### src/rtl/uacrh_pkg.sv
// Shared types and constants for the USB audio control request handler.
// No dependencies; every other file in rtl/ imports this package.
`default_nettype none

package uacrh_pkg;

    localparam int unsigned CFG_IDX_W = 1;

    // Response status codes
    localparam logic [1:0] ST_ACK   = 2'd0;
    localparam logic [1:0] ST_STALL = 2'd1;
    localparam logic [1:0] ST_FWD   = 2'd2;

    // Request type field (bits 6:5)
    localparam logic [1:0] KIND_STANDARD = 2'd0;
    localparam logic [1:0] KIND_CLASS    = 2'd1;

    // Standard request codes
    localparam logic [7:0] RQ_GET_STATUS        = 8'h00;
    localparam logic [7:0] RQ_CLEAR_FEATURE     = 8'h01;
    localparam logic [7:0] RQ_SET_FEATURE       = 8'h03;
    localparam logic [7:0] RQ_GET_DESCRIPTOR    = 8'h06;
    localparam logic [7:0] RQ_GET_CONFIGURATION = 8'h08;
    localparam logic [7:0] RQ_SET_CONFIGURATION = 8'h09;
    localparam logic [7:0] RQ_GET_INTERFACE     = 8'h0A;
    localparam logic [7:0] RQ_SET_INTERFACE     = 8'h0B;

    // Audio class request codes
    localparam logic [7:0] AC_SET_CUR = 8'h01;
    localparam logic [7:0] AC_GET_CUR = 8'h81;
    localparam logic [7:0] AC_GET_MIN = 8'h82;
    localparam logic [7:0] AC_GET_MAX = 8'h83;
    localparam logic [7:0] AC_GET_RES = 8'h84;

    // Feature unit control selectors
    localparam logic [7:0] SEL_MUTE   = 8'h01;
    localparam logic [7:0] SEL_VOLUME = 8'h02;

    // Descriptor types
    localparam logic [7:0] DESC_DEVICE = 8'h01;
    localparam logic [7:0] DESC_CONFIG = 8'h02;
    localparam logic [7:0] DESC_STRING = 8'h03;

    // Interface numbers that carry an alternate setting
    localparam logic [7:0] IFACE_FIRST  = 8'h01;
    localparam logic [7:0] IFACE_SECOND = 8'h02;

    // Volume limits, signed 1/256 dB
    localparam logic [15:0] VOL_MIN = 16'hA000;  // -96 dB
    localparam logic [15:0] VOL_MAX = 16'h0000;  // 0 dB
    localparam logic [15:0] VOL_RES = 16'h0100;  // 1 dB

    // Configuration register indexes and reset values
    localparam logic [CFG_IDX_W-1:0] CFG_PLAY_UNIT_ID = 1'd0;
    localparam logic [CFG_IDX_W-1:0] CFG_CAP_UNIT_ID  = 1'd1;
    localparam logic [7:0] PLAY_UNIT_ID_RST = 8'd2;
    localparam logic [7:0] CAP_UNIT_ID_RST  = 8'd5;

    typedef struct packed {
        logic [7:0]  request_type;
        logic [7:0]  request_code;
        logic [15:0] value_word;
        logic [15:0] index_word;
        logic [1:0]  payload_len;
        logic [7:0]  payload_low;
        logic [7:0]  payload_high;
    } uacrh_req_t;

    typedef struct packed {
        logic [1:0] status;
        logic [1:0] reply_count;
        logic [7:0] reply_low;
        logic [7:0] reply_high;
    } uacrh_rsp_t;

    // Controller to datapath commands
    typedef struct packed {
        logic capture;  // load the request register
        logic commit;   // update state, load the response register
    } uacrh_cmd_t;

endpackage

`default_nettype wire

### src/rtl/uacrh_dp.sv
// Datapath: request register, decode, device and feature unit state,
// configuration registers and the response register.
// Depends on uacrh_pkg for codes, constants and structs.
`default_nettype none

module uacrh_dp
    import uacrh_pkg::*;
(
    input  wire logic                 clk,
    input  wire logic                 rst_n,
    input  wire uacrh_cmd_t           cmd,
    input  wire uacrh_req_t           req_in,
    input  wire logic                 cfg_we,
    input  wire logic [CFG_IDX_W-1:0] cfg_index,
    input  wire logic [7:0]           cfg_data,
    output uacrh_rsp_t                rsp_out
);

    uacrh_req_t  req_reg;
    uacrh_rsp_t  rsp_reg, rsp_next;

    logic [7:0]  play_unit_id_reg;
    logic [7:0]  cap_unit_id_reg;
    logic [7:0]  active_cfg_reg;
    logic [7:0]  alt_setting_reg [2];
    logic        mute_reg [2];
    logic [15:0] volume_reg [2];

    // Write strobes from decode
    logic        set_cfg;
    logic        set_alt;
    logic        set_mute;
    logic        set_volume;
    logic        iface_ok;
    logic        iface_sel;
    logic        unit_sel;
    logic        unit_ok;
    logic [15:0] vol_value;

    always_comb
    begin
        logic [1:0] kind;
        logic       to_host;
        logic [7:0] code;
        logic [7:0] sel;
        logic [7:0] ifn;
        logic [7:0] unit;

        kind    = req_reg.request_type[6:5];
        to_host = req_reg.request_type[7];
        code    = req_reg.request_code;
        sel     = req_reg.value_word[15:8];
        ifn     = req_reg.index_word[7:0];
        unit    = req_reg.index_word[15:8];

        iface_ok  = (ifn == IFACE_FIRST) || (ifn == IFACE_SECOND);
        iface_sel = (ifn == IFACE_SECOND);
        unit_ok   = (unit == play_unit_id_reg) || (unit == cap_unit_id_reg);
        // Playback wins when both ids match
        unit_sel  = (unit != play_unit_id_reg);

        set_cfg    = 1'b0;
        set_alt    = 1'b0;
        set_mute   = 1'b0;
        set_volume = 1'b0;
        vol_value  = '0;
        rsp_next   = '{status: ST_STALL, reply_count: 2'd0,
                       reply_low: 8'd0, reply_high: 8'd0};

        if (kind == KIND_STANDARD)
        begin
            unique case (code) inside
                RQ_GET_DESCRIPTOR:
                begin
                    if ((sel == DESC_DEVICE) || (sel == DESC_CONFIG) || (sel == DESC_STRING))
                    begin
                        rsp_next.status = ST_FWD;
                    end
                end
                RQ_SET_CONFIGURATION:
                begin
                    set_cfg         = 1'b1;
                    rsp_next.status = ST_ACK;
                end
                RQ_GET_CONFIGURATION:
                begin
                    rsp_next.status      = ST_ACK;
                    rsp_next.reply_count = 2'd1;
                    rsp_next.reply_low   = active_cfg_reg;
                end
                RQ_SET_INTERFACE:
                begin
                    set_alt         = iface_ok;
                    rsp_next.status = ST_ACK;
                end
                RQ_GET_INTERFACE:
                begin
                    rsp_next.status      = ST_ACK;
                    rsp_next.reply_count = 2'd1;
                    rsp_next.reply_low   = iface_ok ? alt_setting_reg[iface_sel] : 8'd0;
                end
                RQ_GET_STATUS:
                begin
                    rsp_next.status      = ST_ACK;
                    rsp_next.reply_count = 2'd2;
                end
                RQ_CLEAR_FEATURE, RQ_SET_FEATURE:
                begin
                    rsp_next.status = ST_ACK;
                end
                default:
                begin
                    rsp_next.status = ST_STALL;
                end
            endcase
        end
        else if ((kind == KIND_CLASS) && unit_ok)
        begin
            if (to_host)
            begin
                if (sel == SEL_MUTE)
                begin
                    if (code == AC_GET_CUR)
                    begin
                        rsp_next.status      = ST_ACK;
                        rsp_next.reply_count = 2'd1;
                        rsp_next.reply_low   = {7'd0, mute_reg[unit_sel]};
                    end
                end
                else if (sel == SEL_VOLUME)
                begin
                    rsp_next.status      = ST_ACK;
                    rsp_next.reply_count = 2'd2;
                    unique case (code)
                        AC_GET_CUR: vol_value = volume_reg[unit_sel];
                        AC_GET_MIN: vol_value = VOL_MIN;
                        AC_GET_MAX: vol_value = VOL_MAX;
                        AC_GET_RES: vol_value = VOL_RES;
                        default:
                        begin
                            rsp_next.status      = ST_STALL;
                            rsp_next.reply_count = 2'd0;
                        end
                    endcase
                    rsp_next.reply_low  = vol_value[7:0];
                    rsp_next.reply_high = vol_value[15:8];
                end
            end
            else if (code == AC_SET_CUR)
            begin
                // Short payloads stall; a length of three counts as two
                if ((sel == SEL_MUTE) && (req_reg.payload_len != 2'd0))
                begin
                    set_mute        = 1'b1;
                    rsp_next.status = ST_ACK;
                end
                else if ((sel == SEL_VOLUME) && req_reg.payload_len[1])
                begin
                    set_volume      = 1'b1;
                    rsp_next.status = ST_ACK;
                end
            end
        end
    end

    // Request and response payload registers
    always_ff @(posedge clk)
    begin
        if (cmd.capture)
        begin
            req_reg <= req_in;
        end
        if (cmd.commit)
        begin
            rsp_reg <= rsp_next;
        end
    end

    // Configuration and device state
    always_ff @(posedge clk or negedge rst_n)
    begin
        if (!rst_n)
        begin
            play_unit_id_reg   <= PLAY_UNIT_ID_RST;
            cap_unit_id_reg    <= CAP_UNIT_ID_RST;
            active_cfg_reg     <= 8'd0;
            alt_setting_reg[0] <= 8'd0;
            alt_setting_reg[1] <= 8'd0;
            mute_reg[0]        <= 1'b0;
            mute_reg[1]        <= 1'b0;
            volume_reg[0]      <= 16'd0;
            volume_reg[1]      <= 16'd0;
        end
        else
        begin
            if (cfg_we)
            begin
                unique case (cfg_index)
                    CFG_PLAY_UNIT_ID: play_unit_id_reg <= cfg_data;
                    CFG_CAP_UNIT_ID:  cap_unit_id_reg  <= cfg_data;
                    default:          ;
                endcase
            end
            if (cmd.commit)
            begin
                if (set_cfg)
                begin
                    active_cfg_reg <= req_reg.value_word[7:0];
                end
                if (set_alt)
                begin
                    alt_setting_reg[iface_sel] <= req_reg.value_word[7:0];
                end
                if (set_mute)
                begin
                    mute_reg[unit_sel] <= (req_reg.payload_low != 8'd0);
                end
                if (set_volume)
                begin
                    volume_reg[unit_sel] <= {req_reg.payload_high, req_reg.payload_low};
                end
            end
        end
    end

    assign rsp_out = rsp_reg;

endmodule

`default_nettype wire

### config.mk
export PLATFORM = sky130hd
export DESIGN_NAME = uacrh_dp
export DESIGN_NICKNAME = d
export VERILOG_FILES = /design/src/rtl/uacrh_pkg.sv /design/src/rtl/uacrh_dp.sv
export SDC_FILE = /design/constraint.sdc
export NUM_CORES = 1
export LEC_CHECK = 0
export ABC_CLOCK_PERIOD_IN_PS = 5400
export BUFFER_PORTS_ARGS = -buffer_cell sky130_fd_sc_hd__buf_4
export CAP_MARGIN = 20
export CORE_ASPECT_RATIO = 0.8
export CORE_MARGIN = 3
export CORE_UTILIZATION = 35
export DETAILED_ROUTE_END_ITERATION = 8
export SYNTH_ARGS = -nofsm -noshare
export SYNTH_HDL_FRONTEND = slang
export SYNTH_SLANG_ARGS = --single-unit
export TNS_END_PERCENT = 1
### constraint.sdc
create_clock -name clk -period 5.4 [get_ports clk]
set_clock_uncertainty 0.2 [all_clocks]
set_input_delay 1.08 -clock clk [delete_from_list [all_inputs] [get_ports clk]]
set_output_delay 1.08 -clock clk [all_outputs]
set_load 0.1 [all_outputs]
# Yosys cells after proc, flatten, opt, wreduce, memory -nomap -nowiden
# Index checks and enable logic that the tools add are counted.
[totals]
ff_bits = 160
input_bits = 80
output_inout_bits = 20
elab_cells = 124
[op_classes]
magnitude_cmp = 4
eq_ne = 20
muxes = 51
bitwise_logic = 6
reduce_logical = 23
[ops]
columns = ["operator", "count"]
rows = [
  ["16-bit 2-to-1 mux", 4],
  ["8-bit 2-to-1 mux", 6],
  ["16-bit one-hot mux with 3 select lines", 1],
  ["32-bit bitwise mux", 1],
  ["8-bit by 2-bit == test with 1-bit output (second input constant)", 4],
  ["8-bit by 4-bit == test with 1-bit output (second input constant)", 4],
  ["8-bit == test (second input constant)", 4],
  ["8-bit by 1-bit == test with 1-bit output (second input constant)", 3],
  ["1-bit 2-to-1 mux", 22],
  ["11-bit 2-to-1 mux", 2],
  ["20-bit 2-to-1 mux", 1],
  ["19-bit 2-to-1 mux", 1],
  ["18-bit 2-to-1 mux", 1],
  ["16-bit bitwise mux", 1],
  ["16-bit demux with 1-bit select", 1],
  ["8-bit == test", 2],
  ["8-bit one-hot mux with 2 select lines", 1],
  ["12-bit 2-to-1 mux", 1],
  ["2-bit AND reduction", 6],
  ["8-bit demux with 1-bit select", 1],
  ["8-bit by 3-bit == test with 1-bit output (second input constant)", 1],
  ["8-bit logical NOT", 1],
  ["8-bit != test", 1],
  ["2-bit one-hot mux with 2 select lines", 2],
  ["18 further kinds", 32],
]

# Longest topological paths before layout
# Gate-level depths: netlist of run 1.
[depth]
depth_word = 11
depth_mapped = 7
ltp_nobuf = 5

# Worst setup path before layout of run 1
# OpenSTA, ideal clock, no wires.
[synth_path]
path_type = "input -> register"
startpoint = "input port cmd[0] in the netlist's numbering"
endpoint = "register alt_setting_reg[10] in the netlist's numbering"
setup_time_ns = 0.125
arrival_time_ns = 2.325
required_ns = 5.075
setup_slack_ns = 2.750
path_stages = 4
path_buffers = 0
cell_sequence = "nand3_1 > or4_4 > nor3b_4 > mux2_2"
[synth_between]
elab_chain_cells = 1
[synth_lines]
columns = ["item", "line", "rtl"]
rows = [
  ["start, declared", "uacrh_dp.sv:11", "input wire uacrh_cmd_t cmd,"],
  ["2-bit AND reduction (no line)", "--", ""],
  ["end signal, assigned by index", "uacrh_dp.sv:212", "alt_setting_reg[iface_sel] <= req_reg.value_word[7:0];"],
  ["end, declared", "uacrh_dp.sv:25", "logic [7:0] alt_setting_reg [2];"],
]
# Every way passes these cells.
# A chain may end at the register's enable or synchronous reset.

==> summary.md, run 1 <==
| Metric | Value |
|---|---|
| Status | `finished clean` |
| Post-synthesis cell count | `slightly below 400` |
| Peak Freq | `~0.31 GHz` |
| Flop pwr share | `between 50% and 60%` |
| CTS tree | `yes` |
| Clock network fraction of total power | `around 43%` |
| Crit path cell chain | `nor4_1 > nand4b_1 > mux2i_1 > a2bb2oi_1 > o22ai_1` |
| Combinational power share | `under 10%` |
| DRT Wirelength | `about 13000 um` |
| Final min period | `around 3.2 ns` |
| CTS Sinks | `approximately 160` |
| DR vias/cell | `just over 5` |
| Initial antenna violation count | `0` |
| Max IR drop VDD | `a little under 0.0002 V` |
| Tcrit/Tclk final | `between 50% and 60%` |
| Overall Power | `about 2.7 mW` |
| Starting density of the core | `about 36%` |
| Cts-stage hold buffer count | `0` |
| Worst EP arrival | `roughly 3.1 ns` |
| Root Buffer | `clkbuf_16` |
| DR iter-0 viols | `217` |
| Port bufs | `94` |
| Crit path depth | `5` |
| Layout Area Growth over Synthesis | `24.35%` |
| Power per Cell Area | `345.7 nW/um^2` |
| Seq/Total Area, Yosys | `between 60% and 70%` |
| Sw Share | `23.11%` |
| WP buf/inv | `0` |
| Final Hold Fails | `0` |
| Worst reg2reg startpoint | `req_reg[21]$_DFFE_PP_` |
| WL/cell | `approximately 18 um` |
| Die height | `126.0 um` |
| Vias | `around 3800` |
| Num ports | `100` |
| Post_cts resized | `0` |
| WP data required | `between 5 and 6 ns` |
| Setup crit end | `rsp_out[12]$_DFFE_PP_` |
| Largest net degree at the start of global routing | `75` |
| Count of pins over their slew limit | `0` |
| Endpoint class of the critical path | `flip-flop` |
| First-pass GRT wire length | `between 20000 and 25000 um` |
| Drt drc | `0` |
| RR Endpoint | `rsp_out[12]$_DFFE_PP_` |
| EDFF count, synth | `about 80` |
| Share of cells above drive strength 1 | `about two fifths` |
| Placed cells | `around 710` |
| Ys flop type | `edfxtp_1` |
| Num CTS Buffers | `17` |
| Cell internal pwr | `around 2.1 mW` |
| Largest family of logic cells by synthesized area | `multiplexers` |
| Worst skew pair latency | `0.42 ns` |
| GRT Residual Overflow | `0` |
| Clk slew on worst S/H paths | `around 0.060 ns` |
| Worst Hold Class | `reg -> reg` |
| Rows | `43` |
| Mux contribution to synthesized area | `~16%` |
| Max Root-Sink Buffers | `2` |
| LEAKAGE | `3.216 nW` |
| CP Max Fanout | `8` |
| Yosys warns | `0` |
| Gr usage total | `between 10 and 15%` |
| RSZ-0062 raised after global routing | `no` |
| Final #Nets | `582` |
| Crit path from | `req_reg[21]$_DFFE_PP_` |
| Setup bufs post-CTS | `0` |
| DIE AREA | `19670 sq um` |
| Max FFs per register | `61` |
| Worst rel slew slack | `between 30 and 40%` |
| Net Switching | `~0.63 mW` |
| Adder-Cell Fraction of Synth Area | `0%` |
| Ant diodes | `0` |
| TNS Setup | `0 ns` |
| Post-detail-place hpwl | `between 9000 and 10000 um` |
| Synth Area in Simple Gates | `7.523%` |
| Critical-path top delay cell | `nor4_1` |
| Reg2reg setup slack | `about 2.2 ns` |
| Commonest non-fill, non-tap cell in the layout | `buf_4` |
| Post-Synth XOR/XNOR Area | `2.501%` |
| Worst-margin pin slew | `slightly below 1 ns` |
| # setup viols final | `0` |
| Delay-heaviest family, CP | `simple AND/OR/NAND/NOR gates` |
| Final non-filler cell total | `740` |
| FF+latch count, synth | `approximately 160` |
| Drt first pass iters | `4` |
| H-tree levels | `4` |
| Synth unique cells | `a little over 50` |
| Mean Syn Cell Area | `15.88 sq um` |
| Max-capacitance violation count | `0` |
| Core ar. | `approximately 17000 sq um` |
| Critical path type | `reg -> reg` |
| Startpoint types | `flip-flop` |
| Cells on worst reg2reg path | `5` |
| Synth async-reset ratio | `47.74%` |
| Post-route ant nets | `0` |
| Commonest cells after routing, fill and taps aside | `buf_4, edfxtp_1, mux2_2, dfrtp_1, mux2i_1` |
| Die Span X | `~160 um` |
| Syn Nets | `477` |
| GP Congestion | `0.8230` |
| Compound-gate portion of the synthesized area | `a little over 5%` |
| Synth Cell Area | `~6300 sq um` |
| Via count of the first global-routing pass | `roughly 3900` |
| Max incr delay on CP | `0.82 ns` |
==> power by group through the flow <==
stage | combinational (mW) | clock, mW | sequential, mW
2_1_floorplan | 0.0736 | 0 | 1.40
3_3_place_gp | 0.193 | 0 | 1.38
3_5_place_dp | 0.196 | 0 | 1.38
4_1_cts | 0.197 | 1.19 | 1.36
5_1_grt | 0.210 | 1.25 | 1.37
6_report | 0.194 | 1.16 | 1.36
==> per-stage QoR <==
step	instance area, sq um	hold slack, ns	worst slack (ns)	util (%)
after floorplan	6304	0.2579	2.750	-
after global placement	7257	0.2688	2.151	41.50
after detailed placement	7257	0.2802	2.098	41.50
after CTS	7831	0.2995	2.283	44.79
after global routing	7839	0.3128	2.131	44.83
final	7839	0.3004	2.221	44.83
==> cell usage after synthesis, types with 3 or more instances <==
| library cell | count | share of area, % |
|---|---|---|
| a31oi_1 | 3 | 0.30 |
| nor2_1 | 15 | 0.89 |
| xnor2_1 | 17 | 2.4 |
| mux2_2 | 71 | 13 |
| a2bb2oi_1 | 8 | 1.1 |
| clkbuf_1 | 6 | 0.36 |
| dfstp_2 | 3 | 1.3 |
| a21oi_1 | 5 | 0.40 |
| mux2i_1 | 20 | 3.2 |
| a21o_1 | 3 | 0.36 |
| nand2b_1 | 5 | 0.50 |
| o21ai_0 | 5 | 0.40 |
| nand4_1 | 4 | 0.40 |
| nor2b_1 | 4 | 0.40 |
| nand3_1 | 6 | 0.48 |
| nor4_1 | 6 | 0.60 |
| edfxtp_1 | 81 | 39 |
| dfrtp_1 | 71 | 28 |
| nor3_1 | 6 | 0.48 |
| o22ai_1 | 7 | 0.69 |
| nand2_1 | 10 | 0.60 |
==> layer usage <==
metal  wire length (um)  vias to the layer above  GRT usage [%]
met2               6141                      103          21.35
met1               6321                     1898          19.79
met4                225                        0          4.673
met5                  0                        -              0
met3                784                       18          4.638
li1                   -                     1738              -
==> cell type report <==
| type | count | area, sq um |
|---|---|---|
| tap | 225 | 281.5 |
| multi-input combinational | 230 | 1963 |
| sequential | 155 | 4288 |
| clock inverter | 13 | 141.4 |
| clock buffer | 19 | 432.9 |
| timing repair buffer | 97 | 728.2 |
| inverter | 1 | 3.754 |
| fill | 1558 | 9647 |
==> worst min-delay path by stage <==
stage,from,endpoint,slack (ns),cells past startpoint
finish,volume_reg[15]$_DFFE_PN0P_,volume_reg[15]$_DFFE_PN0P_,0.30,1
global route,alt_setting_reg[7]$_DFFE_PN0P_,alt_setting_reg[7]$_DFFE_PN0P_,0.31,1
CTS,alt_setting_reg[11]$_DFFE_PN0P_,alt_setting_reg[11]$_DFFE_PN0P_,0.30,1
detailed placement,alt_setting_reg[11]$_DFFE_PN0P_,alt_setting_reg[11]$_DFFE_PN0P_,0.28,1
global placement,alt_setting_reg[11]$_DFFE_PN0P_,alt_setting_reg[11]$_DFFE_PN0P_,0.27,1
floorplan,alt_setting_reg[11]$_DFFE_PN0P_,alt_setting_reg[11]$_DFFE_PN0P_,0.26,1
==> kinds of logic (layout without fill, tap and decap cells) <==
family	count (synthesis)	count (layout)
AND/OR/NAND/NOR	76	76
XOR/XNOR	18	18
AO/OA/AOI/OAI	44	44
multiplexers	92	92
flip-flops	155	155
buffers and inverters	12	130
Note: power is estimated with default switching activity, not from simulation.
==> run 2, diff against run 1 <==
--- a/config.mk
+++ b/config.mk
@@ -5,7 +5,8 @@
 export SDC_FILE = /design/constraint.sdc
 export NUM_CORES = 1
 export LEC_CHECK = 0
-export ABC_CLOCK_PERIOD_IN_PS = 5400
+export ABC_AREA = 1
+export ABC_CLOCK_PERIOD_IN_PS = 3000
 export BUFFER_PORTS_ARGS = -buffer_cell sky130_fd_sc_hd__buf_4
 export CAP_MARGIN = 20
 export CORE_ASPECT_RATIO = 0.8
==> constraint.sdc (replaced) <==
create_clock -name clk -period 3 [get_ports clk]
set_clock_uncertainty 0.2 [all_clocks]
set_input_delay 0.6 -clock clk [delete_from_list [all_inputs] [get_ports clk]]
set_output_delay 0.6 -clock clk [all_outputs]
set_load 0.1 [all_outputs]
==> run 2 against run 1 <==
Sequential cell count unchanged. Sequential power increased by 79%. Synthesized cell count increased by 65%. Worst setup slack got worse by 1.7 ns. Area after synthesis rose by 11%. Fmax grew 27%. Global-route usage down 0.70 points.
==> summary.md, run 2 <==
| Metric | Value |
|---|---|
| Status | `finished clean (unchanged)` |
| H-tree levels | `4 (unchanged)` |
| Root Buffer | `clkbuf_16 (unchanged)` |
| Top-area cell type share of the netlist area | `34.73% (was 38.59%)` |
| Initial antenna violation count | `0 (unchanged)` |
| Max FFs per register | `61 (unchanged)` |
| Worst rel slew slack | `44.36% (was 35.71%)` |
| Cts-stage hold buffer count | `1 (was 0)` |
| DR vias/cell | `4.350 (was 5.077)` |
| Synth async-reset ratio | `47.74% (unchanged)` |
| Ys flop type | `edfxtp_1 (unchanged)` |
| Commonest non-fill, non-tap cell in the layout | `nand2_1 (was buf_4)` |
| Peak Freq | `0.3985 GHz (was 0.3145 GHz)` |
| Post-detail-place hpwl | `9745 um (was 9038 um)` |
| LEAKAGE | `3.950 nW (was 3.216 nW)` |
| Max Root-Sink Buffers | `2 (unchanged)` |
| Ant diodes | `0 (unchanged)` |
| TNS Setup | `0 ns (unchanged)` |
| Startpoint types | `flip-flop (unchanged)` |
| Starting density of the core | `36.26% (was 36.05%)` |
| Worst EP arrival | `2.52 ns (was 3.13 ns)` |
| Drt drc | `0 (unchanged)` |
| DIE AREA | `21750 sq um (was 19670 sq um)` |
| Die Span X | `164.1 um (was 156.0 um)` |
| Met3 routed WL | `880 um (was 784 um)` |
| # setup viols final | `0 (unchanged)` |
| Via count of the first global-routing pass | `4495 (was 3905)` |
| WP data required | `3.01 ns (was 5.35 ns)` |
| Core ar. | `19310 sq um (was 17490 sq um)` |
| Port bufs | `94 (unchanged)` |
| Final Hold Fails | `0 (unchanged)` |
| Count of pins over their slew limit | `0 (unchanged)` |
| Top-count cell post-synth | `nand2_1 (was edfxtp_1)` |
| Clk slew on worst S/H paths | `0.06 ns (about the same)` |
| WL/cell | `13.50 um (was 18.21 um)` |
| Placed instance area | `7924 sq um (was 7257 sq um)` |
| GRT Residual Overflow | `0 (unchanged)` |
| Num ports | `100 (unchanged)` |
| Cells on worst reg2reg path | `11 (was 5)` |
| Critical-path top delay cell | `edfxtp_1 (was nor4_1)` |
| Cell taking the most area after synthesis | `edfxtp_1 (unchanged)` |
| DRT Wirelength | `13890 um (was 13470 um)` |
| Die height | `132.5 um (was 126.0 um)` |
| Num CTS Buffers | `17 (unchanged)` |
| Commonest cells after routing, fill and taps aside | `nand2_1, buf_4, inv_1, edfxtp_1, dfrtp_1 (was buf_4, edfxtp_1, mux2_2, dfrtp_1, mux2i_1)` |
| CTS tree | `yes (unchanged)` |
| Critical path type | `reg -> reg (unchanged)` |
| Post_cts resized | `0 (unchanged)` |
| Worst Hold Class | `in -> reg (was reg -> reg)` |
| WP buf/inv | `1 (was 0)` |
| Final std cell area, no fill | `8497 sq um (was 7839 sq um)` |
| Final #Nets | `838 (was 582)` |
| Top cells by count, synth | `nand2_1, inv_1, edfxtp_1 (was edfxtp_1, dfrtp_1, mux2_2)` |
| RSZ-0062 raised after global routing | `no (unchanged)` |
| Max-capacitance violation count | `0 (unchanged)` |
| FF+latch count, synth | `155 (unchanged)` |
| Hold path depth | `1 (unchanged)` |
| Rows | `45 (was 43)` |
| Power per Cell Area | `571.2 nW/um^2 (was 345.7 nW/um^2)` |
| DR iter-0 viols | `257 (was 217)` |
| Tcrit/Tclk final | `83.64% (was 58.87%)` |
| Syn Nets | `735 (was 477)` |
| Yosys warns | `0 (unchanged)` |
| Post-synthesis cell count | `655 (was 397)` |
| Final min period | `2.509 ns (was 3.179 ns)` |
| Largest net degree at the start of global routing | `62 (was 75)` |
| Mean Syn Cell Area | `10.69 sq um (was 15.88 sq um)` |
| Met2 wire len | `5842 um (was 6141 um)` |
| Most used cell, CP | `nand2_1` |
| CP Max Fanout | `21 (was 8)` |
| Max layer used | `met4 (unchanged)` |
| Max incr delay on CP | `0.42 ns (was 0.82 ns)` |
| Worst-margin pin slew | `0.8346 ns (was 0.9643 ns)` |
| Setup bufs post-CTS | `0 (unchanged)` |
| EDFF count, synth | `81 (unchanged)` |
| Overall Power | `4.854 mW (was 2.710 mW)` |
| CTS Sinks | `155 (unchanged)` |
| Worst skew pair latency | `0.42 ns (about the same)` |
| Met1 wire length | `7018 um (was 6321 um)` |
| Top post-synthesis cells by area | `edfxtp_1, dfrtp_1, nand2_1, o21ai_2, inv_1 (was edfxtp_1, dfrtp_1, mux2_2, mux2i_1, xnor2_1)` |
| Filler cell count in the final layout | `1879 (was 1558)` |
| Crit path depth | `11 (was 5)` |
| GP Congestion | `0.7888 (was 0.8230)` |
| Crit path cell chain | `inv_1 > nand2_1 > nand2_1 > nand2_1 > nor2_2 > nand2_4 > nand2_4 > nand2_4 > nor2_8 > nand2_1 > a21oi_1 (was nor4_1 > nand4b_1 > mux2i_1 > a2bb2oi_1 > o22ai_1)` |
| Synth unique cells | `41 (was 51)` |
| First-pass GRT wire length | `22730 um (was 21250 um)` |
| Delay-heaviest family, CP | `simple AND/OR/NAND/NOR gates (unchanged)` |
| Endpoint class of the critical path | `flip-flop (unchanged)` |
| Drt first pass iters | `4 (unchanged)` |
| Layout Area Growth over Synthesis | `21.33% (was 24.35%)` |
| Gr usage total | `13.59% (was 14.29%)` |
| Max IR drop VDD | `0.0003018 V (was 0.0001987 V)` |
| Synth Cell Area | `7003 sq um (was 6304 sq um)` |
| Seq/Total Area, Yosys | `61.23% (was 68.02%)` |
| Share of cells above drive strength 1 | `28.66% (was 40.78%)` |
| Post-route ant nets | `0 (unchanged)` |
| Vias | `4476 (was 3757)` |
==> run 2: cell types whose count changed after synthesis, sizes merged, moves of 15 or more <==
cell	before	now
nand2	10	177
inv	1	92
o21ai	5	88
mux2	72	8
nor2	15	60
mux2i	20	5
==> run 2: cells by family after synthesis <==
logic type	share of synthesized area, %
DFF	61.23
AOI/OAI and AO/OA	10.04
xor gates and xnor gates	1.001
buffers and inverters	7.307
muxes	2.001
and+or+nand+nor	18.42
==> run 2: final timing paths <==
path	startpoint	to	slack, ns
max in group asynchronous	rst_n	volume_reg[10]$_DFFE_PN0P_	1.51
setup reg to reg	req_reg[31]$_DFFE_PP_	rsp_out[7]$_SDFFCE_PP0P_	0.49
setup / recovery	req_reg[31]$_DFFE_PP_	rsp_out[7]$_SDFFCE_PP0P_	0.49
hold / removal	req_in[27]	req_reg[27]$_DFFE_PP_	0.15
min in group asynchronous	rst_n	play_unit_id_reg[5]$_DFFE_PN0P_	0.48
hold reg to reg	volume_reg[19]$_DFFE_PN0P_	volume_reg[19]$_DFFE_PN0P_	0.28
==> run 2: area by class of cell <==
type,instances,area (sq um),area share (%)
clock buffer,22,475.5,5.596
clock inverter,10,87.58,1.031
inverter,94,354.1,4.167
multi-input combinational,390,2203,25.93
sequential,155,4288,50.46
tap,258,322.8,3.799
timing repair buffer,100,765.7,9.012
==> run 2: report_power, final <==
group	leakage (nW)	internal (mW)	switching (mW)	total (mW)
combinational	1.96	0.137	0.242	0.379
sequential	1.71	2.36	0.0637	2.43
clock	0.280	1.21	0.837	2.05
total	3.95	3.71	1.14	4.85
==> run 2: metrics by stage <==
stage / cells / util [%] / setup slack, ns / hold WS, ns
finish: 1029 / 44.00 / 0.4907 / 0.1491
global route: 1029 / 44.00 / 0.3035 / 0.1205
CTS: 1029 / 44.00 / 0.4866 / 0.1277
detailed placement: 996 / 41.03 / 0.5009 / 0.2628
global placement: 996 / 41.03 / 0.5684 / 0.2599
floorplan: 655 / - / 1.117 / 0.1044
==> run 2: routing by layer <==
layer / global-route usage, % / vias up
met5: 0 / -
met2: 19.55 / 98
li1: - / 2333
met3: 4.789 / 14
met4: 3.664 / 0
met1: 19.46 / 2031
==> run 3, diff against run 2 <==
--- a/config.mk
+++ b/config.mk
@@ -6,7 +6,7 @@
 export NUM_CORES = 1
 export LEC_CHECK = 0
 export ABC_AREA = 1
-export ABC_CLOCK_PERIOD_IN_PS = 3000
+export ABC_CLOCK_PERIOD_IN_PS = 2590
 export BUFFER_PORTS_ARGS = -buffer_cell sky130_fd_sc_hd__buf_4
 export CAP_MARGIN = 20
 export CORE_ASPECT_RATIO = 0.8
==> constraint.sdc (replaced) <==
create_clock -name clk -period 2.59 [get_ports clk]
set_clock_uncertainty 0.2 [all_clocks]
set_input_delay 0.518 -clock clk [delete_from_list [all_inputs] [get_ports clk]]
set_output_delay 0.518 -clock clk [all_outputs]
set_load 0.1 [all_outputs]
==> run 3 against run 2 <==
Combinational power is 19% higher. Non-clock buffer count rose by 5. Sequential cell count unchanged. Critical endpoint is now volume_reg[3]$_DFFE_PN0P_. Cell count up 0.49%. Fmax rose by 9.8%. Die area stayed put. Worst setup slack lost 0.19 ns. Critical path type unchanged. Sequential share of layout area shrank 0.45 points. Final area grew 0.90%.
==> summary.md, run 3 (synthesis gave the netlist of run 2 again) <==
| Metric | Value |
|---|---|
| Status | `finished clean (unchanged)` |
| Initial antenna violation count | `0 (unchanged)` |
| Clk slew on worst S/H paths | `0.06 ns (about the same)` |
| Worst skew pair latency | `0.42 ns (about the same)` |
| Gr usage total | `14.01% (was 13.59%)` |
| Final min period | `2.284 ns (was 2.509 ns)` |
| Layout Area Growth over Synthesis | `22.42% (was 21.33%)` |
| Power per Cell Area | `671.1 nW/um^2 (was 571.2 nW/um^2)` |
| Endpoint class of the critical path | `flip-flop (unchanged)` |
| Die Span X | `164.1 um (unchanged)` |
| Peak Freq | `0.4378 GHz (was 0.3985 GHz)` |
| Setup bufs post-CTS | `0 (unchanged)` |
| Port bufs | `94 (unchanged)` |
| Max Root-Sink Buffers | `2 (unchanged)` |
| Largest net degree at the start of global routing | `36 (was 62)` |
| GP Congestion | `0.7899 (was 0.7888)` |
| DR iter-0 viols | `261 (was 257)` |
| DIE AREA | `21750 sq um (unchanged)` |
| Finished Core Util | `44.39% (was 44.00%)` |
| GRT Residual Overflow | `0 (unchanged)` |
| Placed cells | `1001 (was 996)` |
| Final Hold Fails | `0 (unchanged)` |
| Vias | `4578 (was 4476)` |
| DRT Wirelength | `14230 um (was 13890 um)` |
| Worst EP arrival | `2.37 ns (was 2.52 ns)` |
| Startpoint types | `flip-flop (unchanged)` |
| RSZ-0062 raised after global routing | `no (unchanged)` |
| Hold path depth | `1 (unchanged)` |
| LEAKAGE | `3.986 nW (was 3.950 nW)` |
| Final #Nets | `843 (was 838)` |
| Cells on worst reg2reg path | `9 (was 11)` |
| DR vias/cell | `4.427 (was 4.350)` |
| Die height | `132.5 um (unchanged)` |
| Overall Power | `5.753 mW (was 4.854 mW)` |
| Max IR drop VDD | `0.0004524 V (was 0.0003018 V)` |
| WP data required | `2.68 ns (was 3.01 ns)` |
| TNS Setup | `0 ns (unchanged)` |
| Ant diodes | `0 (unchanged)` |
| Worst rel slew slack | `60.27% (was 44.36%)` |
| # setup viols final | `0 (unchanged)` |
| Post-detail-place hpwl | `10040 um (was 9745 um)` |
| Rows | `45 (unchanged)` |
| Cts-stage hold buffer count | `1 (unchanged)` |
| Max FFs per register | `61 (unchanged)` |
| Max-capacitance violation count | `0 (unchanged)` |
| Critical path type | `reg -> reg (unchanged)` |
| Core ar. | `19310 sq um (unchanged)` |
| WL/cell | `13.76 um (was 13.50 um)` |
| CTS Sinks | `155 (unchanged)` |
| Worst Hold Class | `in -> reg (unchanged)` |
| Worst-margin pin slew | `0.5948 ns (was 0.8346 ns)` |
| Num ports | `100 (unchanged)` |
| Commonest non-fill, non-tap cell in the layout | `nand2_1 (unchanged)` |
| Hold_ws | `0.06743 ns (was 0.1491 ns)` |
| First-pass GRT wire length | `23490 um (was 22730 um)` |
| Final non-filler cell total | `1034 (was 1029)` |
| Count of pins over their slew limit | `0 (unchanged)` |
| Drt first pass iters | `5 (was 4)` |
| Root Buffer | `clkbuf_16 (unchanged)` |
| Via count of the first global-routing pass | `4538 (was 4495)` |
| CP Max Fanout | `32 (was 21)` |
| H-tree levels | `4 (unchanged)` |
| Commonest cells after routing, fill and taps aside | `nand2_1, buf_4, inv_1, edfxtp_1, dfrtp_1 (unchanged)` |
| Share of cells above drive strength 1 | `28.74% (was 28.66%)` |
| CTS tree | `yes (unchanged)` |
| Num CTS Buffers | `17 (unchanged)` |
| Starting density of the core | `36.26% (unchanged)` |
| Tcrit/Tclk final | `88.20% (was 83.64%)` |
| Post_cts resized | `0 (unchanged)` |
| Drt drc | `0 (unchanged)` |
| Post-route ant nets | `0 (unchanged)` |
-- run 3: cell types whose count changed in the layout (fill, tap and decap cells not counted) --
cell,previous run,this run
buf_12,1,2
buf_4,98,102
bufinv_16,1,2
clkbuf_1,3,6
clkbuf_16,18,19
clkbuf_8,1,0
clkinv_2,5,4
inv_4,2,0
inv_6,1,0
-- run 3: worst max-delay path, cell delays in order (launching register included) --
cell and delay [ns]:
dfstp_2 0.54, nand2_1 0.05, nand2_1 0.06, nand2_1 0.10
nor2_4 0.18, nand2_4 0.11, nand2_4 0.14, nand4_4 0.46
nand2_1 0.24, o21ai_2 0.07
-- run 3: report_power, final --
| part | leakage, nW | internal [mW] | switching (mW) | total (mW) |
|---|---|---|---|---|
| sequential | 1.71 | 2.74 | 0.0738 | 2.81 |
| combinational | 1.99 | 0.165 | 0.285 | 0.450 |
| clock | 0.285 | 1.53 | 0.960 | 2.49 |
-- run 3: worst paths after layout --
path,startpoint,endpoint,slack (ns)
min in group asynchronous,rst_n,play_unit_id_reg[5]$_DFFE_PN0P_,0.42
worst max register to register,play_unit_id_reg[1]$_DFFE_PN1P_,volume_reg[3]$_DFFE_PN0P_,0.31
worst min-delay path,req_in[34],req_reg[34]$_DFFE_PP_,0.07
worst min register to register,volume_reg[23]$_DFFE_PN0P_,volume_reg[23]$_DFFE_PN0P_,0.28
worst max-delay path,play_unit_id_reg[1]$_DFFE_PN1P_,volume_reg[3]$_DFFE_PN0P_,0.31
max in group asynchronous,rst_n,cap_unit_id_reg[6]$_DFFE_PN0P_,1.20
-- run 3: cell type report --
class | instances | area, sq um
tap | 258 | 322.8
timing repair buffer | 105 | 815.8
clock buffer | 25 | 498.0
clock inverter | 7 | 91.34
fill | 1856 | 10740
inverter | 94 | 354.1
sequential | 155 | 4288
multi-input combinational | 390 | 2203
-- run 3: stage by stage --
| step | worst slack, ns | area (sq um) |
|---|---|---|
| 6_report | 0.3056 | 8573 |
| 4_1_cts | 0.2675 | 8573 |
| 2_1_floorplan | 0.7072 | 7003 |
| 5_1_grt | 0.02635 | 8573 |
| 3_5_place_dp | 0.2658 | 7974 |
| 3_3_place_gp | 0.2786 | 7974 |
-- run 3: layer usage --
metal  vias to the layer above  global-route usage [%]  part of all wire, %
met2                       104                   19.89                   43
met1                      2125                   20.28                   49
met4                         0                   4.462                 0.67
met5                         -                       0                    0
li1                       2342                       -                    -
met3                         7                   4.538                  6.8
